--- src/sv/swfmas_pkg.sv ---
package swfmas_pkg;

  // Default sizes handed to the top level parameters.
  localparam int WINDOW_MAX_DEF  = 1024;
  localparam int SAMPLE_BITS_DEF = 32;

  // Fixed field widths.
  localparam int CFG_W      = 11;
  localparam int OUT_W      = 42;
  localparam int OUT_DATA_W = ((2 * OUT_W + 7) / 8) * 8;

  // Configuration register indexes.
  localparam logic [0:0] REG_WINDOW_LEN = 1'b0;
  localparam logic [0:0] REG_FLIP_COUNT = 1'b1;

  // Datapath commands issued by the controller.
  typedef logic [4:0] op_t;
  localparam op_t OP_NOP       = 5'd0;
  localparam op_t OP_LOAD      = 5'd1;
  localparam op_t OP_EV_RD     = 5'd2;
  localparam op_t OP_EV_SETUP  = 5'd3;
  localparam op_t OP_RM_RD     = 5'd4;
  localparam op_t OP_RM_NEXT   = 5'd5;
  localparam op_t OP_SH_RD     = 5'd6;
  localparam op_t OP_SH_WR     = 5'd7;
  localparam op_t OP_RM_DONE   = 5'd8;
  localparam op_t OP_IN_SETUP  = 5'd9;
  localparam op_t OP_IN_RD     = 5'd10;
  localparam op_t OP_IN_SHIFT  = 5'd11;
  localparam op_t OP_IN_PUT    = 5'd12;
  localparam op_t OP_SM_SETUP  = 5'd13;
  localparam op_t OP_SM_RD     = 5'd14;
  localparam op_t OP_SM_ACC    = 5'd15;
  localparam op_t OP_SM_SWITCH = 5'd16;
  localparam op_t OP_FIN       = 5'd17;

  // Status returned by the datapath.
  typedef struct packed {
    logic evict_need;
    logic found;
    logic sh_more;
    logic in_more;
    logic in_stop;
    logic sm_more;
    logic sel;
    logic out_free;
  } dp_status_t;

endpackage

--- src/sv/swfmas_ctrl.sv ---
module swfmas_ctrl import swfmas_pkg::*; (
  input  logic       clk,
  input  logic       rst_n,
  input  logic       in_tvalid,
  output logic       in_tready,
  input  dp_status_t st,
  output op_t        op
);

  localparam logic [3:0] S_IDLE    = 4'd0;
  localparam logic [3:0] S_EV_CHK  = 4'd1;
  localparam logic [3:0] S_EV_WAIT = 4'd2;
  localparam logic [3:0] S_RM_RD   = 4'd3;
  localparam logic [3:0] S_RM_CMP  = 4'd4;
  localparam logic [3:0] S_SH_RD   = 4'd5;
  localparam logic [3:0] S_SH_WR   = 4'd6;
  localparam logic [3:0] S_IN      = 4'd7;
  localparam logic [3:0] S_IN_CMP  = 4'd8;
  localparam logic [3:0] S_SM_INIT = 4'd9;
  localparam logic [3:0] S_SM_RD   = 4'd10;
  localparam logic [3:0] S_SM_ACC  = 4'd11;
  localparam logic [3:0] S_FIN     = 4'd12;

  logic [3:0] state_r, state_nxt;

  assign in_tready = (state_r == S_IDLE);

  // Next state and command for the datapath.
  always_comb begin
    state_nxt = state_r;
    op        = OP_NOP;
    unique case (state_r)
      S_IDLE: begin
        if (in_tvalid) begin
          op        = OP_LOAD;
          state_nxt = S_EV_CHK;
        end
      end
      S_EV_CHK: begin
        if (st.evict_need) begin
          op        = OP_EV_RD;
          state_nxt = S_EV_WAIT;
        end else begin
          op        = OP_IN_SETUP;
          state_nxt = S_IN;
        end
      end
      S_EV_WAIT: begin
        op        = OP_EV_SETUP;
        state_nxt = S_RM_RD;
      end
      S_RM_RD: begin
        op        = OP_RM_RD;
        state_nxt = S_RM_CMP;
      end
      S_RM_CMP: begin
        if (st.found) begin
          state_nxt = S_SH_RD;
        end else begin
          op        = OP_RM_NEXT;
          state_nxt = S_RM_RD;
        end
      end
      S_SH_RD: begin
        if (st.sh_more) begin
          op        = OP_SH_RD;
          state_nxt = S_SH_WR;
        end else begin
          op        = OP_RM_DONE;
          state_nxt = S_EV_CHK;
        end
      end
      S_SH_WR: begin
        op        = OP_SH_WR;
        state_nxt = S_SH_RD;
      end
      S_IN: begin
        if (st.in_more) begin
          op        = OP_IN_RD;
          state_nxt = S_IN_CMP;
        end else begin
          op        = OP_IN_PUT;
          state_nxt = S_SM_INIT;
        end
      end
      S_IN_CMP: begin
        if (st.in_stop) begin
          op        = OP_IN_PUT;
          state_nxt = S_SM_INIT;
        end else begin
          op        = OP_IN_SHIFT;
          state_nxt = S_IN;
        end
      end
      S_SM_INIT: begin
        op        = OP_SM_SETUP;
        state_nxt = S_SM_RD;
      end
      S_SM_RD: begin
        if (st.sm_more) begin
          op        = OP_SM_RD;
          state_nxt = S_SM_ACC;
        end else if (!st.sel) begin
          op = OP_SM_SWITCH;
        end else begin
          state_nxt = S_FIN;
        end
      end
      S_SM_ACC: begin
        op        = OP_SM_ACC;
        state_nxt = S_SM_RD;
      end
      S_FIN: begin
        if (st.out_free) begin
          op        = OP_FIN;
          state_nxt = S_IDLE;
        end
      end
      default: begin
        state_nxt = S_IDLE;
      end
    endcase
  end

  // State register.
  always_ff @(posedge clk) begin
    if (!rst_n) begin
      state_r <= S_IDLE;
    end else begin
      state_r <= state_nxt;
    end
  end

endmodule

--- config.mk ---
export PLATFORM = sky130hd
export DESIGN_NAME = swfmas_ctrl
export DESIGN_NICKNAME = d
export VERILOG_FILES = /design/src/sv/swfmas_pkg.sv /design/src/sv/swfmas_ctrl.sv
export SDC_FILE = /design/constraint.sdc
export NUM_CORES = 1
export LEC_CHECK = 0
export BUFFER_PORTS_ARGS = -buffer_cell sky130_fd_sc_hd__buf_4
export CAP_MARGIN = 20
export CORE_AREA = 2 2 40 42
export CTS_BUF_LIST = sky130_fd_sc_hd__clkbuf_4
export DETAILED_ROUTE_END_ITERATION = 10
export DIE_AREA = 0 0 42 44
export GPL_ROUTABILITY_DRIVEN = 0
export HOLD_SLACK_MARGIN = 0.08
export PLACE_DENSITY = 0.73
export SLEW_MARGIN = 20
export SYNTH_ARGS = -nofsm -noshare
export SYNTH_HDL_FRONTEND = slang
export SYNTH_SLANG_ARGS = --single-unit
--- constraint.sdc ---
create_clock -name clk -period 1.51 [get_ports clk]
set_input_delay 0.2265 -clock clk [delete_from_list [all_inputs] [get_ports clk]]
set_output_delay 0.2265 -clock clk [all_outputs]
set_load 0.01 [all_outputs]
# After elaboration in Yosys (flattened, before gate mapping)
# Cells that the tools add are included.
[op_classes]
reduce_logical = 3
eq_ne = 15
muxes = 20
[ops]
columns = ["cell", "n"]
rows = [
  ["5-bit one-hot mux with 13 select lines", 1],
  ["4-bit one-hot mux with 12 select lines", 1],
  ["4-bit two-way mux", 7],
  ["4-bit == test (second input constant)", 5],
  ["3-bit two-way mux", 6],
  ["4-bit by 3-bit == test with 1-bit output (second input constant)", 4],
  ["5-bit two-way mux", 3],
  ["4-bit by 2-bit == test with 1-bit output (second input constant)", 2],
  ["4-bit by 1-bit == test with 1-bit output (second input constant)", 1],
  ["4-bit zero test", 1],
  ["2-bit != test (second input constant)", 2],
  ["3-bit != test (second input constant)", 1],
  ["3-bit AND reduction", 1],
  ["1-bit two-way mux", 2],
  ["2-bit OR reduction", 1],
]
[totals]
register_bits = 4
input_bits = 11
out_inout_bits = 6

# Depth between registers and ports, before layout
# Gate-level depths: netlist of run 1.
[logic_depth]
depth_word = 3
mapped_depth = 6
depth_no_buf = 4

# Least setup slack after synthesis of run 1
# Ideal clock, no wire load.
[synth_path]
path_kind = "flip-flop to output port"
start = "register state_r[1]"
end = "output port op[2]"
arrival_ns = 1.315
required_ns = 1.283
stages_incl_launch_ff = 6
slack_ns = -0.031
n_path_buf = 1
cell_sequence = "dfxtp_1 > buf_4 > and2_1 > o21ai_2 > o41ai_1 > or4b_1"
[synth_via]
elab_chain_cells = 2
elab_cells_between_ends = 14
[synth_rtl]
columns = ["item", "line_no", "text"]
rows = [
  ["start, declared", "swfmas_ctrl.sv:24", "logic [3:0] state_r, state_nxt;"],
  ["start signal, assigned", "swfmas_ctrl.sv:130", "state_r <= state_nxt;"],
  ["4-bit == test (tied with other cells)", "swfmas_ctrl.sv:32", "unique case (state_r)"],
  ["5-bit one-hot mux with 13 select lines (*)", "swfmas_ctrl.sv:32", ""],
  ["end, declared", "swfmas_ctrl.sv:7", "output op_t op"],
]
# Every way passes the cells marked *; elsewhere a longest branch is shown, timed or not.

# Worst setup path after layout of run 1
# Same ends and word-level chain as after synthesis.

==> results of run 1 <==
## logic make-up (layout without fill, tap and decap cells)
family                 Yosys count  in the layout  share of synthesized area, %
and+or+nand+nor                 37             37                         39.53
AOI/OAI and AO/OA               33             33                         37.97
buffers and inverters           11             57                         9.979
DFF                              4              4                         12.52
## how the worst max path moves through the flow
| stage | startpoint | to | slack (ns) | cells past startpoint |
|---|---|---|---|---|
| after floorplan | state_r[1]$_SDFFE_PN0P_ | op[2] | -0.03 | 5 |
| after global placement | state_r[2]$_SDFFE_PN0P_ | op[2] | -0.10 | 5 |
| after detailed placement | state_r[1]$_SDFFE_PN0P_ | op[2] | -0.13 | 5 |
| after CTS | state_r[1]$_SDFFE_PN0P_ | op[2] | -0.35 | 5 |
| after global routing | state_r[1]$_SDFFE_PN0P_ | op[2] | -0.43 | 5 |
| final | state_r[1]$_SDFFE_PN0P_ | op[2] | -0.41 | 5 |
## repair_timing
action	4_1_cts	5_1_grt
gates resized for setup	11	10
cloned	0	1
setup buffers	3	1
setup endpoints to repair	10	10
pin swaps	3	3
## critical path, delay by kind of cell, from the launching register on
| kind | cells | cell delay [ns] |
|---|---|---|
| and+or+nand+nor | 1 | 0.52 |
| DFF | 1 | 0.35 |
| AOI/OAI and AO/OA | 2 | 0.25 |
| buffers and inverters | 2 | 0.32 |
## cells in the mapped netlist, types with 2 or more instances
master | number | area (µm²)
o21ai_2 | 2 | 17.52
nand2b_1 | 6 | 37.54
dfxtp_1 | 4 | 80.08
buf_4 | 3 | 22.52
buf_2 | 3 | 15.01
o22ai_1 | 2 | 12.51
a211oi_1 | 2 | 15.01
nor4_1 | 2 | 12.51
a2111oi_0 | 2 | 17.52
a21oi_1 | 5 | 25.02
and2_1 | 2 | 12.51
nor3_1 | 4 | 20.02
o21ai_0 | 5 | 25.02
nand2_1 | 4 | 15.01
a2bb2oi_1 | 3 | 26.28
nand3b_1 | 2 | 15.01
inv_1 | 2 | 7.510
nor2_1 | 5 | 18.77
## through the flow
step                util, %  instances  hold slack, ns  setup TNS (ns)
global placement      69.75        139          0.4638         -0.2255
CTS                   75.31        145          0.2386          -1.763
global route          81.04        147          0.2466          -2.491
finish                81.04        147          0.2392          -2.137
floorplan                 -         85          0.3391        -0.03510
detailed placement    69.75        139          0.4721         -0.5476
## metal layers
metal  track usage (%)  up-vias  part of all wire [%]
met3             3.750       12                   7.5
met1             33.00      442                    41
li1                  -      419                     -
met2             45.31       58                    48
met5                 0        -                     0
met4             9.677        0                   3.3
## report_power, final
part	switching, mW	leakage [nW]	internal, mW	total, mW
clock network	0.0608	0.0138	0.0901	0.151
logic	0.378	0.449	0.463	0.841
registers	0.0297	0.0347	0.130	0.159
total	0.468	0.498	0.683	1.15
## layout make-up
class / count / area, µm² / share of cell area (%)
Tap cell: 16 / 20.02 / 1.741
Multi-Input combinational cell: 70 / 551.8 / 47.99
Sequential cell: 4 / 87.58 / 7.617
Inverter: 3 / 15.01 / 1.306
Timing Repair Buffer: 51 / 452.9 / 39.39
Clock buffer: 3 / 22.52 / 1.959
==> results.txt, run 1 <==
Pre-antenna DRT Iters = 4
# hold bufs at CTS = 0
Peak supply drop = 836.4 µV
Slack of the critical path = -0.4148 ns
Largest regs = state_r (4)
F_max = 0.5195 GHz
WP data required = 1.28 ns
DRC = 0
Sink Count = 4
Most frequent cells in the layout = buf_4, nand2b_1, a21oi_1, o21ai_0, nand2_1
Layout cells sized above 1 = 58.02%
CTS tree = yes
Top cell by count, worst path = buf_4
Mapped Area = 639.4 µm²
Slew margin rel. = 67.37%
CTS root buffer = clkbuf_4
Die Ht = 44 µm
PD cells = 1001 mW/mm²
Die X = 42 µm
Post-route antenna net violation count = 0
Final wirelength = 2578 µm
Nets@finish = 144
Distinct cell type count after synthesis = 45
Failing checks = negative setup slack
Max-Cap Viols = 0
TritonCTS Buffers = 3
Die area = 0.001848 mm²
WHS Endpoint = state_r[3]$_SDFFE_PN0P_
Hold Crit Start = rst_n
Largest register FFs = 4
Worst Setup Start Kind = flop
Hpwl dp = 1679 µm
Largest net degree at the start of global routing = 14
RSZ-0062 raised after global routing = yes
CP max stage cell = or4b_1
Synthesized flop and latch total = 4
# diodes = 0
Avg Cell Area, Syn = 7.522 µm²
DR iter-0 viols = 30
Via count = 931
Number of global-route vias before repair = 826
Design area = 0.001150 mm²
Status = complete, but fails checks
Worst R2R Start = state_r[1]$_SDFFE_PN0P_
First-pass GRT wire length = 3691 µm
Syn Nets = 96
DP Worst Slack = -0.1293 ns
Total global routing overflow = 0
Largest reg by FF count = state_r
Final Critical Period = 1.925 ns
Worst-case reg-to-reg path depth = 7
Synth Instances = 85
CP arrival = 1.70 ns
Leakage = 0.4975 nW
R2r setup slk = -0.20 ns
Critical-path cell list = buf_4, a21oi_1, a311oi_2, or4b_1, buf_4
Async SR Flop Fraction = 0%
EDFF count, synth = 0
Placed Area = 989.7 µm²
Yosys warning total = 0
Initial Util = 45.06%
Max FO, Critical Path = 8
Slew at the pin closest to its max-slew limit = 0.4771 ns
DR WL/cell = 17.54 µm
Filler instances = 80
Row count = 14
Synth-to-layout area growth = 79.84%
Slowest cell delay on critical path = 0.52 ns
Final total power = 1.151 mW
Critical path type = reg -> out
Initial antenna violation count = 0
Final Setup Violations = 10
Worst hold path class = in -> reg
CTS clk-pin slew, worst paths = 0.05 ns
Max Clock Skew = 0.004996 ns
Reg-to-reg endpoint = state_r[2]$_SDFFE_PN0P_
Commonest non-fill, non-tap cell in the layout = buf_4
GRT Overall Usage = 26.17%
Core area = 0.001419 mm²
CP endpoint kind = output pin
Hold path depth = 2
Clock latency on the worst-skew pair = 0.25 ns
Port Buffer Count = 16
Vias per inst = 6.333
Final Hold Fails = 0
H-tree depth = 1
Seq/Total Area, Yosys = 12.52%
Primary FF master, synth = dfxtp_1
Clock Tree Buf Depth = 2
I/O pin cnt = 17
Max-slew violations = 0
Final worst-path cycle share = 127.5%
(Power assumes the default switching activity.)
==> inputs of run 2 (changes only) <==
--- a/config.mk
+++ b/config.mk
@@ -7,13 +7,13 @@
 export LEC_CHECK = 0
 export BUFFER_PORTS_ARGS = -buffer_cell sky130_fd_sc_hd__buf_4
 export CAP_MARGIN = 20
-export CORE_AREA = 2 2 40 42
+export CORE_AREA = 2 2 39 41
 export CTS_BUF_LIST = sky130_fd_sc_hd__clkbuf_4
 export DETAILED_ROUTE_END_ITERATION = 10
-export DIE_AREA = 0 0 42 44
+export DIE_AREA = 0 0 41 43
 export GPL_ROUTABILITY_DRIVEN = 0
 export HOLD_SLACK_MARGIN = 0.08
-export PLACE_DENSITY = 0.73
+export PLACE_DENSITY = 0.74
 export SLEW_MARGIN = 20
 export SYNTH_ARGS = -nofsm -noshare
 export SYNTH_HDL_FRONTEND = slang
==> constraint.sdc (replaced) <==
create_clock -name clk -period 2.37 [get_ports clk]
set_input_delay 0.3555 -clock clk [delete_from_list [all_inputs] [get_ports clk]]
set_output_delay 0.3555 -clock clk [all_outputs]
set_load 0.01 [all_outputs]
==> results.txt, run 2 (synthesis gave the netlist of run 1 again) <==
DRC = 0
H-tree depth = 1
First-pass GRT wire length = 2794 µm
Final Hold Fails = 0
Total global routing overflow = 0
Clock latency on the worst-skew pair = 0.23 ns
Max FO, Critical Path = 21
Clock Tree Buf Depth = 2
Pre-antenna DRT Iters = 5
Largest regs = state_r (4)
Post-route antenna net violation count = 0
Final worst-path cycle share = 93.71%
Largest register FFs = 4
CTS tree = yes
Setup crit start = state_r[3]$_SDFFE_PN0P_
CTS clk-pin slew, worst paths = 0.04 ns
Final Critical Period = 2.221 ns
Post-route setup TNS = 0 ns
Max-Cap Viols = 0
Final Setup Violations = 0
Slew margin rel. = 56.82%
Post-CTS setup buffer count = 0
Die area = 0.001763 mm²
Layout cells sized above 1 = 31.68%
Number of global-route vias before repair = 637
DR iter-0 viols = 20
DR WL/cell = 14.19 µm
Final wirelength = 1660 µm
Vias per inst = 6.188
Port Buffer Count = 16
Worst Setup Start Kind = flop
Status = complete, no violations
Initial antenna violation count = 0
F_max = 0.4503 GHz
Leakage = 0.3049 nW
Placed Cells = 114
RSZ-0062 raised after global routing = no
Worst hold path class = in -> reg
# hold bufs at CTS = 0
# diodes = 0
CTS resizes = 0
Largest reg by FF count = state_r
Die X = 41 µm
CP arrival = 1.87 ns
PD cells = 627.8 mW/mm²
Max-slew violations = 0
CTS root buffer = clkbuf_4
Max Clock Skew = 0.001305 ns
Hold Crit Start = rst_n
Most frequent cells in the layout = buf_4, nand2b_1, nor2_1, o21ai_0, a21oi_1
Hpwl dp = 1248 µm
Core area = 0.001384 mm²
Slew at the pin closest to its max-slew limit = 0.6467 ns
Largest net degree at the start of global routing = 22
TritonCTS Buffers = 3
Sink Count = 4
Commonest non-fill, non-tap cell in the layout = buf_4
Synth-to-layout area growth = 23.09%
Initial Util = 46.20%
Final Non-Filler Cells = 117
GRT Overall Usage = 22.19%
Worst R2R Start = state_r[3]$_SDFFE_PN0P_
Peak supply drop = 465.6 µV
Filler instances = 140
Critical path type = reg -> out
WP data required = 2.01 ns
Nets@finish = 114
CP endpoint kind = output pin
Via count = 724
I/O pin cnt = 17
Die Ht = 43 µm
Row count = 14
run 2: area by class of cell:
type / count / area, µm² / area share (%)
inverter: 3 / 11.26 / 1.431
clock buffer: 3 / 22.52 / 2.862
multi-input combinational: 70 / 495.5 / 62.96
timing repair buffer: 21 / 157.7 / 20.03
sequential: 4 / 80.08 / 10.17
tap: 16 / 20.02 / 2.544
run 2: critical path, stage by stage (launching register included):
cell and delay, ns:
dfxtp_1 0.72, o41ai_1 0.24, or4b_1 0.51, buf_4 0.16
run 2: layer usage:
metal / vias to the layer above / global-route usage, % / routed length [µm]
li1: 362 / - / -
met1: 337 / 34.08 / 788
met2: 25 / 31.25 / 787
met3: 0 / 3.141 / 85
met4: 0 / 6.000 / 0
met5: - / 0 / 0
run 2: stage by stage:
| stage | worst slack [ns] | hold slack, ns | util, % | total power, mW | instance area, µm² |
|---|---|---|---|---|---|
| after floorplan | 0.6996 | 0.4681 | - | 0.3079 | 639.4 |
| after global placement | 0.4367 | 0.5848 | 55.24 | 0.4059 | 764.5 |
| after detailed placement | 0.4027 | 0.5902 | 55.24 | 0.4092 | 764.5 |
| after CTS | 0.1487 | 0.3479 | 56.87 | 0.4962 | 787.0 |
| after global routing | 0.04511 | 0.3625 | 56.87 | 0.5349 | 787.0 |
| final | 0.1491 | 0.3564 | 56.87 | 0.4941 | 787.0 |
run 2: path summary, 6_finish.rpt:
| check | end | slack [ns] | cells after the start |
|---|---|---|---|
| worst max-delay path | op[2] | 0.15 | 3 |
| worst min-delay path | state_r[2]$_SDFFE_PN0P_ | 0.36 | 3 |
| worst max register to register | state_r[3]$_SDFFE_PN0P_ | 0.51 | 4 |
| worst min register to register | state_r[0]$_SDFFE_PN0P_ | 0.68 | 2 |
run 2: report_power, final:
part / switching, mW / internal, mW
registers: 0.0264 / 0.0792
logic: 0.158 / 0.147
clock network: 0.0265 / 0.0566
total: 0.211 / 0.283
